--- src/mi3_pkg.sv ---
// types, constants and the cofactor index table for the 3x3 matrix inverse
// used by every module of the block, no dependencies
package mi3_pkg;

   // element format of the incoming matrix
   localparam int IN_WIDTH = 16;
   localparam int IN_FRAC  = 8;

   // result format, signed Q16.16
   localparam int OUT_W    = 32;
   localparam int OUT_FRAC = 16;

   // derived widths
   localparam int PROD_W = 2 * IN_WIDTH;          // element times element
   localparam int ADJ_W  = 2 * IN_WIDTH + 1;      // adjugate entry
   localparam int TP_W   = ADJ_W + IN_WIDTH;      // adjugate times element
   localparam int DET_W  = 3 * IN_WIDTH + 3;      // determinant
   localparam int QB     = OUT_W + 2;             // quotient bits per lane
   localparam int REM_W  = DET_W + QB;            // divider remainder
   localparam int NUM_SH = IN_FRAC + OUT_FRAC;    // numerator scaling

   // pipeline depths
   localparam int FRONT_DEPTH = 4;
   localparam int LANE_DEPTH  = QB + 1;
   localparam int TOTAL_DEPTH = FRONT_DEPTH + LANE_DEPTH;

   localparam int NUM_ELEM = 9;

   typedef logic signed [IN_WIDTH-1:0] elem_type;
   typedef logic signed [ADJ_W-1:0]    adj_type;
   typedef logic signed [DET_W-1:0]    det_type;
   typedef logic [QB-1:0]              quo_type;
   typedef logic [3:0]                 idx_type;

   typedef elem_type elem_arr_type [NUM_ELEM];
   typedef adj_type  adj_arr_type  [NUM_ELEM];
   typedef quo_type  quo_arr_type  [NUM_ELEM];

   typedef struct packed {
      elem_type m_r0c0;
      elem_type m_r0c1;
      elem_type m_r0c2;
      elem_type m_r1c0;
      elem_type m_r1c1;
      elem_type m_r1c2;
      elem_type m_r2c0;
      elem_type m_r2c1;
      elem_type m_r2c2;
   } req_type;

   typedef struct packed {
      logic signed [OUT_W-1:0] inv_r0c0;
      logic signed [OUT_W-1:0] inv_r0c1;
      logic signed [OUT_W-1:0] inv_r0c2;
      logic signed [OUT_W-1:0] inv_r1c0;
      logic signed [OUT_W-1:0] inv_r1c1;
      logic signed [OUT_W-1:0] inv_r1c2;
      logic signed [OUT_W-1:0] inv_r2c0;
      logic signed [OUT_W-1:0] inv_r2c1;
      logic signed [OUT_W-1:0] inv_r2c2;
      logic                    singular;
   } rsp_type;

   // adjugate entry k = m[p]*m[q] - m[r]*m[s]
   typedef idx_type adj_idx_row_type [4];
   localparam adj_idx_row_type ADJ_IDX [NUM_ELEM] = '{
      '{4'd4, 4'd8, 4'd5, 4'd7}, '{4'd2, 4'd7, 4'd1, 4'd8}, '{4'd1, 4'd5, 4'd2, 4'd4},
      '{4'd5, 4'd6, 4'd3, 4'd8}, '{4'd0, 4'd8, 4'd2, 4'd6}, '{4'd2, 4'd3, 4'd0, 4'd5},
      '{4'd3, 4'd7, 4'd4, 4'd6}, '{4'd1, 4'd6, 4'd0, 4'd7}, '{4'd0, 4'd4, 4'd1, 4'd3}
   };

endpackage

--- src/mi3_merge.sv ---
// merging stage: signs, saturates and zeroes the nine lane quotients
// depends on mi3_pkg
module mi3_merge import mi3_pkg::*; (
   input  quo_arr_type quo,
   input  logic        neg [NUM_ELEM],
   input  logic        sing,
   output rsp_type     rsp
);

   logic signed [OUT_W-1:0] val [NUM_ELEM];

   // truncated quotient to saturated two's complement
   function automatic logic [OUT_W-1:0] fix_lane(input quo_type q, input logic n);
      logic hi;
      logic [OUT_W-1:0] r;
      hi = |q[QB-1:OUT_W];
      if (n) begin
         if (hi || (q[OUT_W-1] && (|q[OUT_W-2:0]))) begin
            r = {1'b1, {(OUT_W-1){1'b0}}};
         end else begin
            r = OUT_W'(0) - q[OUT_W-1:0];
         end
      end else begin
         if (hi || q[OUT_W-1]) begin
            r = {1'b0, {(OUT_W-1){1'b1}}};
         end else begin
            r = q[OUT_W-1:0];
         end
      end
      return r;
   endfunction

   // per-lane result, cleared when the matrix is singular
   always_comb begin
      for (int k = 0; k < NUM_ELEM; k++) begin
         val[k] = sing ? '0 : fix_lane(quo[k], neg[k]);
      end
   end

   assign rsp.inv_r0c0 = val[0];
   assign rsp.inv_r0c1 = val[1];
   assign rsp.inv_r0c2 = val[2];
   assign rsp.inv_r1c0 = val[3];
   assign rsp.inv_r1c1 = val[4];
   assign rsp.inv_r1c2 = val[5];
   assign rsp.inv_r2c0 = val[6];
   assign rsp.inv_r2c1 = val[7];
   assign rsp.inv_r2c2 = val[8];
   assign rsp.singular = sing;

endmodule

--- config.mk ---
export PLATFORM = sky130hd
export DESIGN_NAME = mi3_merge
export DESIGN_NICKNAME = d
export VERILOG_FILES = /design/src/mi3_pkg.sv /design/src/mi3_merge.sv
export SDC_FILE = /design/constraint.sdc
export NUM_CORES = 1
export LEC_CHECK = 0
export ABC_AREA = 1
export BUFFER_PORTS_ARGS = -buffer_cell sky130_fd_sc_hd__buf_4
export CAP_MARGIN = 5
export CELL_PAD_IN_SITES_DETAIL_PLACEMENT = 0
export CELL_PAD_IN_SITES_GLOBAL_PLACEMENT = 1
export CORE_AREA = 2 2 235 237
export DETAILED_ROUTE_END_ITERATION = 8
export DIE_AREA = 0 0 237 239
export GPL_TIMING_DRIVEN = 0
export PLACE_DENSITY_LB_ADDON = 0.1
export SETUP_SLACK_MARGIN = 0.5
export SYNTH_ARGS = -nofsm -noshare
export SYNTH_HDL_FRONTEND = slang
export SYNTH_SLANG_ARGS = --single-unit
--- constraint.sdc ---
create_clock -name vclk -period 5
set_clock_uncertainty 0.1 [all_clocks]
set_input_delay 0.5 -clock vclk [all_inputs]
set_output_delay 0.5 -clock vclk [all_outputs]
set_load 0.05 [all_outputs]
==> impl_metrics.yaml, run 1 <==
placement:
  routabilityCongestion: 0.964
  hpwlAfterDp_mm: 71.0
  port_buffers: 599
layout:
  clock_buffers: 0
  syn_to_final_growth_pct: 37.9
  final_common_cell: "nand2_1"
  multi_input_area_um2: 11800
  seq_cell_count: 0
  drive_above_1_share_pct: 21.0
  nFillCells: 6612
  nets: 4099
  final_cell_mix: "950 x nand2_1, 692 x nor2_1, 602 x buf_4"
  regArea_um2: 0
  final_util_pct: 36.2
synthesis:
  synth.avg_cell_area_um2: 4.49
  syn_nets: 3498
  yosysSeqAreaShare_pct: 0
  syn_area_um2: 14200
  ys_types: 42
  yosysWarningCount: 0
  syn_inst: 3173
drt:
  drt_iter0_drc: 1467
  drt-pass1-iter-count: 6
  viasPerCell: 4.84
  drtAntennaViolNets: 0
  wl_per_cell_um: 18.5
  drc: 0
  num_vias: 21700
  drt_wl_total_mm: 83.2
setup_path:
  critPathLaunchType: "input pin"
  worstSetupEndpointType: "output port"
  cp.required_ns: 4.40
  crit_type: "in2out"
  critical_path.max_fanout: 10
  arrival_ns: 3.50
die:
  start_util_pct: 26.2
  num_io_pins: 605
  core-area_um2: 54300
  fp-row-count: 86
  die_y_um: 239
  die_x_um: 237
  die_area_um2: 56600
clock_network:
  postCtsSetupBuffers: 0
  cts.repair.resized: 0
  hold_buffers: 0
grt:
  first_global_vias: 19900
  grt_pass1_wl_mm: 121
  grt_overflow: 0
  antenna_found_initial: 17
  track_usage_pct: 27.5
  grt_max_degree: 11
sta:
  slew_headroom_pct: 9.39
  rsz0062_at_grt: "no"
  finalHoldViolCount: 0
  slew_viol_final: 0
  whs_ns: 1.15
  setup_viol: 0
  min_period_over_period_pct: 82.0
  worstMarginPinSlew_ns: 1.36
  period_needed_ns: 4.10
  fmax_mhz: 244
  fin_setup_tns_ns: 0
pwr:
  pwr_density_cell_nw_per_um2: 104
  ir_drop_v: 0.0000651
  p_leak_nw: 11.0
  power_mw: 2.05
run:
  max_cap_violations: 0
worst_hold_path:
  hold_class: "in2out"
run_status:
  status: "finished, final reports clean"
-- synth_stat cells (all sizes together) --
cell    instances  area share [%]
nand2         977              26
nor2          766              22
inv           504              13
nand3         335              13
o21ai         167             5.9
o31ai         106             5.6
buf            59             2.4
a21oi          55             1.9
clkbuf         37            0.97
nor3           31             1.1
xor2           30             1.8
nand4          27             1.2
o21bai         26             1.4
ha              9            0.79
a311oi          8            0.49
xnor2           7            0.43
clkinv          5            0.15
nand3b          5            0.26
or2             5            0.22
and2            4            0.18
o22ai           3            0.13
o21a            2            0.11
a211oi          1           0.053
a21o            1           0.053
a31oi           1           0.044
nor2b           1           0.044
o211ai          1           0.053
-- stage by stage --
stage,setup WS (ns),std cells,instance area [µm²]
final,0.902,4486,19700
after floorplan,2.10,3173,14200
after global placement,0.961,4476,19600
after global routing,0.926,4480,19600
after CTS,0.992,4476,19600
after detailed placement,1.00,4476,19600
-- logic make-up after synthesis --
logic type	synth area share [%]
compound gates	15.7
xor+xnor	2.27
simple gates	64.4
fa+ha+maj	0.790
buf+inv	16.8
-- final timing paths --
path	startpoint	endpoint	cells after the start
worst min-delay path	sing	rsp[0]	2
worst max-delay path	sing	rsp[145]	7
-- power by group --
group            total, mW  internal, mW  switching (mW)
logic                 2.05         0.628            1.42
clock network  0.000000269   0.000000269               0
registers                0             0               0
-- cell type report --
| type | count | share of cell area [%] |
|---|---|---|
| antenna | 10 | 0.127 |
| buffer | 96 | 2.48 |
| inverter | 509 | 9.74 |
| multi-input combinational | 2568 | 60.3 |
| tap | 704 | 4.48 |
| timing repair buffer | 599 | 22.9 |
-- worst max-delay path, stage by stage --
cell      delay, ns
clkbuf_1       0.41
inv_2          0.31
buf_2          0.44
clkbuf_1       1.05
nand3_1        0.23
nor2_1         0.29
buf_4          0.25
-- per-layer routing --
layer	track usage [%]	wire [µm]
met1	35.2	35800
met2	47.2	39000
met3	5.17	5920
met4	7.35	2380
met5	0	86
No activity file was read; power rests on OpenSTA's default activity.
==> run 2, diff against run 1 <==
--- a/config.mk
+++ b/config.mk
@@ -10,9 +10,9 @@
 export CAP_MARGIN = 5
 export CELL_PAD_IN_SITES_DETAIL_PLACEMENT = 0
 export CELL_PAD_IN_SITES_GLOBAL_PLACEMENT = 1
-export CORE_AREA = 2 2 235 237
+export CORE_AREA = 2 2 236 238
 export DETAILED_ROUTE_END_ITERATION = 8
-export DIE_AREA = 0 0 237 239
+export DIE_AREA = 0 0 238 240
 export GPL_TIMING_DRIVEN = 0
 export PLACE_DENSITY_LB_ADDON = 0.1
 export SETUP_SLACK_MARGIN = 0.5
==> constraint.sdc (replaced) <==
create_clock -name vclk -period 3.5
set_clock_uncertainty 0.1 [all_clocks]
set_input_delay 0.35 -clock vclk [all_inputs]
set_output_delay 0.35 -clock vclk [all_outputs]
set_load 0.05 [all_outputs]
==> impl_metrics.yaml, run 2 (same netlist as run 1, synthesis figures left out) <==
run_status:
  status: "finished, final reports clean"
sta:
  whs_ns: 0.855
  slew_headroom_pct: 27.1
  min_period_over_period_pct: 82.2
  slew_viol_final: 0
  setup_viol: 0
  period_needed_ns: 2.88
  rsz0062_at_grt: "no"
  worstMarginPinSlew_ns: 1.09
  finalHoldViolCount: 0
  fmax_mhz: 348
layout:
  nets: 4099
  final_common_cell: "nand2_1"
  final_util_pct: 36.0
  seq_cell_count: 0
  drive_above_1_share_pct: 21.2
  final_cell_mix: "950 x nand2_1, 692 x nor2_1, 602 x buf_4"
  regArea_um2: 0
  stdcell_area_um2: 19700
  syn_to_final_growth_pct: 38.1
  clock_buffers: 0
drt:
  drtAntennaViolNets: 0
  num_vias: 21800
  drt-pass1-iter-count: 5
  drc: 0
  wl_per_cell_um: 18.9
  viasPerCell: 4.86
  drt_wl_total_mm: 84.8
  drt_iter0_drc: 1451
pwr:
  pwr_density_cell_nw_per_um2: 149
  p_sw_share_pct: 69.4
  ir_drop_v: 0.0000742
  p_seq_share_pct: 0
  p_switching_mw: 2.04
  intPower_uw: 899
  power_mw: 2.94
  clockPowerShare_pct: 0
  p_leak_nw: 11.0
  comb_power_share_pct: 100.0
die:
  core-area_um2: 54700
  num_io_pins: 605
  die_y_um: 240
  fp-row-count: 86
  start_util_pct: 26.1
  die_area_um2: 57100
  die_x_um: 238
placement:
  port_buffers: 599
  routabilityCongestion: 0.961
  dpl_cell_area_um2: 19600
  hpwlAfterDp_mm: 72.5
setup_path:
  crit_type: "in2out"
  worstSetupEndpointType: "output port"
  critPathLaunchType: "input pin"
  cp.required_ns: 3.05
  arrival_ns: 2.43
  critical_path.max_fanout: 10
grt:
  grt_max_degree: 11
  grt_pass1_wl_mm: 123
  track_usage_pct: 28.0
  grt_overflow: 0
  antenna_found_initial: 20
  first_global_vias: 20400
clock_network:
  postCtsSetupBuffers: 0
  hold_buffers: 0
  cts.repair.resized: 5
run:
  max_cap_violations: 0
worst_hold_path:
  hold_class: "in2out"
run 2: cell type report:
class              count  area [µm²]
fillers             6716       35000
repair buffers       599        4500
well taps            704         881
multi-input cells   2568       11800
plain buffers         96         504
inverters            509        1910
diodes                14        35.0
run 2: critical path, cell delays in order:
cell	delay [ns]
clkbuf_2	0.25
inv_2	0.22
buf_2	0.36
clkbuf_2	0.65
nand2_1	0.10
a21oi_1	0.23
buf_4	0.25
run 2: path summary, 6_finish.rpt:
path | cells past startpoint | endpoint | start | slack [ns]
setup / recovery | 7 | rsp[96] | sing | 0.62
hold / removal | 2 | rsp[0] | sing | 0.85
run 2: power groups by stage:
| stage | clock (mW) | sequential, mW | combinational (mW) |
|---|---|---|---|
| 2_1_floorplan | 0 | 0 | 1.74 |
| 3_3_place_gp | 0 | 0 | 2.94 |
| 3_5_place_dp | 0 | 0 | 2.93 |
| 4_1_cts | 0 | 0 | 2.94 |
| 5_1_grt | 0.000000268 | 0 | 3.16 |
| 6_report | 0.000000539 | 0 | 2.94 |
run 2: per-stage QoR:
step / TNS (ns) / instances / setup WS [ns]
after floorplan: 0 / 3173 / 0.898
after global placement: -0.183 / 4476 / -0.0478
after detailed placement: -0.0870 / 4476 / -0.0463
after CTS: 0 / 4476 / 0.513
after global routing: 0 / 4483 / 0.519
final: 0 / 4490 / 0.623
run 2: layer usage:
| layer | up-vias | wire [µm] | GRT usage, % |
|---|---|---|---|
| met4 | 12 | 3230 | 9.47 |
| met2 | 750 | 39700 | 48.1 |
| met1 | 9738 | 35900 | 35.3 |
| met5 | - | 81 | 0 |
| met3 | 137 | 5970 | 4.87 |
| li1 | 11200 | - | - |
==> run 3, diff against run 2 <==
--- a/config.mk
+++ b/config.mk
@@ -5,14 +5,14 @@
 export SDC_FILE = /design/constraint.sdc
 export NUM_CORES = 1
 export LEC_CHECK = 0
-export ABC_AREA = 1
+export ABC_AREA = 0
 export BUFFER_PORTS_ARGS = -buffer_cell sky130_fd_sc_hd__buf_4
 export CAP_MARGIN = 5
 export CELL_PAD_IN_SITES_DETAIL_PLACEMENT = 0
 export CELL_PAD_IN_SITES_GLOBAL_PLACEMENT = 1
-export CORE_AREA = 2 2 236 238
+export CORE_AREA = 2 2 233 235
 export DETAILED_ROUTE_END_ITERATION = 8
-export DIE_AREA = 0 0 238 240
+export DIE_AREA = 0 0 235 237
 export GPL_TIMING_DRIVEN = 0
 export PLACE_DENSITY_LB_ADDON = 0.1
 export SETUP_SLACK_MARGIN = 0.5
==> constraint.sdc (replaced) <==
create_clock -name vclk -period 2.8
set_clock_uncertainty 0.1 [all_clocks]
set_input_delay 0.28 -clock vclk [all_inputs]
set_output_delay 0.28 -clock vclk [all_outputs]
set_load 0.05 [all_outputs]
==> impl_metrics.yaml, run 3 <==
grt:
  track_usage_pct: 24.3
  first_global_vias: 17000
  antenna_found_initial: 12
  grt_pass1_wl_mm: 108
  grt_overflow: 0
  grt_max_degree: 11
drt:
  drt_wl_total_mm: 73.8
  drc: 0
  num_vias: 17900
  drt-pass1-iter-count: 6
  wl_per_cell_um: 23.3
  viasPerCell: 5.67
  drtAntennaViolNets: 0
  drt_iter0_drc: 1047
sta:
  slew_viol_final: 0
  layout_setup_ws_ns: -0.113
  finalHoldViolCount: 0
  fmax_mhz: 343
  period_needed_ns: 2.91
  setup_viol: 78
  min_period_over_period_pct: 104
  worstMarginPinSlew_ns: 1.27
  rsz0062_at_grt: "yes"
  slew_headroom_pct: 15.3
  fin_setup_tns_ns: -3.29
layout:
  seq_cell_count: 0
  nets: 2784
  stdcell_area_um2: 23200
  syn_to_final_growth_pct: 130
  regArea_um2: 0
  nFillCells: 5413
  clock_buffers: 0
  drive_above_1_share_pct: 52.6
  stdcell_count: 3161
  final_cell_mix: "423 x buf_4, 250 x buf_6, 187 x a21oi_1"
  final_common_cell: "buf_4"
synthesis:
  yosysWarningCount: 0
  synth.area.top_cells: "a21oi_1 10%, a311oi_1 10%, nor2_1 9.3%"
  syn_nets: 2063
  ys_types: 74
  post-synth-top-area-cell: "a21oi_1"
  synth_top_cells_by_count: "249 x nor2_1, 203 x a21oi_1, 120 x nand2_1"
  syn_area_um2: 10100
  yosysSeqAreaShare_pct: 0
  yosysTopAreaCellShare_pct: 10.1
  syn_inst: 1738
  synth.avg_cell_area_um2: 5.80
  synth.most_common_cell: "nor2_1"
setup_path:
  critPathLaunchType: "input pin"
  crit_type: "in2out"
  cp.required_ns: 2.42
  worstSetupEndpointType: "output port"
  critical_path.max_fanout: 10
  arrival_ns: 2.53
placement:
  dpl_cell_area_um2: 19300
  routabilityCongestion: 0.897
  hpwlAfterDp_mm: 58.9
  place_inst: 3033
  port_buffers: 599
  dp_slack_ns: -1.58
die:
  die_x_um: 235
  fp-row-count: 85
  start_util_pct: 18.9
  die_area_um2: 55700
  die_y_um: 237
  num_io_pins: 605
  core-area_um2: 53300
pwr:
  ir_drop_v: 0.0000977
  p_leak_nw: 7.95
  pwr_density_cell_nw_per_um2: 183
run:
  max_cap_violations: 0
run_status:
  status: "finished, violations left"
  failed_checks: "negative setup slack"
clock_network:
  hold_buffers: 0
worst_hold_path:
  hold_class: "in2out"
==> run 3: what timing repair did <==
item / in CTS / in global routing
pin swaps: 52 / 116
endpoints found under the hold margin: 0 / 0
setup buffers: 37 / 65
cloned: 4 / 14
setup endpoints to repair: 288 / 288
gates resized for setup: 311 / 361
==> run 3: metal layers <==
metal  GRT usage (%)  wire length [µm]  vias to the layer above
met5               0                58                        -
met4            5.89              2180                        8
met3            4.33              4760                       92
met2            41.5             35900                      622
met1            31.4             30900                     8796
li1                -                 -                     8411
==> run 3: final cells by class <==
class / count / area (µm²) / share of cell area (%)
antenna: 8 / 20.0 / 0.0863
timing repair buffer: 719 / 6890 / 29.7
buffer: 133 / 1160 / 4.99
tap: 696 / 871 / 3.75
inverter: 47 / 194 / 0.836
multi-input combinational: 1558 / 14100 / 60.6
==> run 3: path summary, 6_finish.rpt <==
path	startpoint	end	slack, ns	cells past startpoint
setup / recovery	quo[128]	rsp[101]	-0.11	8
hold / removal	quo[217]	rsp[206]	0.77	3
==> run 3: critical path, cell delays in order <==
cell      delay [ns]
buf_8           0.10
or4_4           0.53
or4_4           0.46
nor4_4          0.23
a31oi_4         0.20
buf_12          0.21
a311oi_4        0.29
buf_6           0.21
==> run 3: kinds of logic (layout without fill, tap and decap cells) <==
kind of cell	after synthesis	count (layout)	synth area share (%)
other cells	0	8	0
fa+ha+maj	9	9	1.12
xor+xnor	6	6	0.522
simple gates	944	944	50.2
mux	15	15	1.61
buf+inv	180	899	7.19
compound gates	584	584	39.3
==> run 3: power by group <==
part           internal [mW]  switching (mW)
Clock            0.000000383               0
Sequential                 0               0
Combinational           1.60            2.63
==> run 3: stage by stage <==
stage                     total power, mW  hold slack [ns]  utilization (%)
final                                4.24            0.769             43.5
after global routing                 4.43            0.777             43.5
after CTS                            3.90            0.774             39.2
after detailed placement             3.66            0.810             36.1
after global placement               3.66            0.809             36.1
after floorplan                      2.23            0.564                -
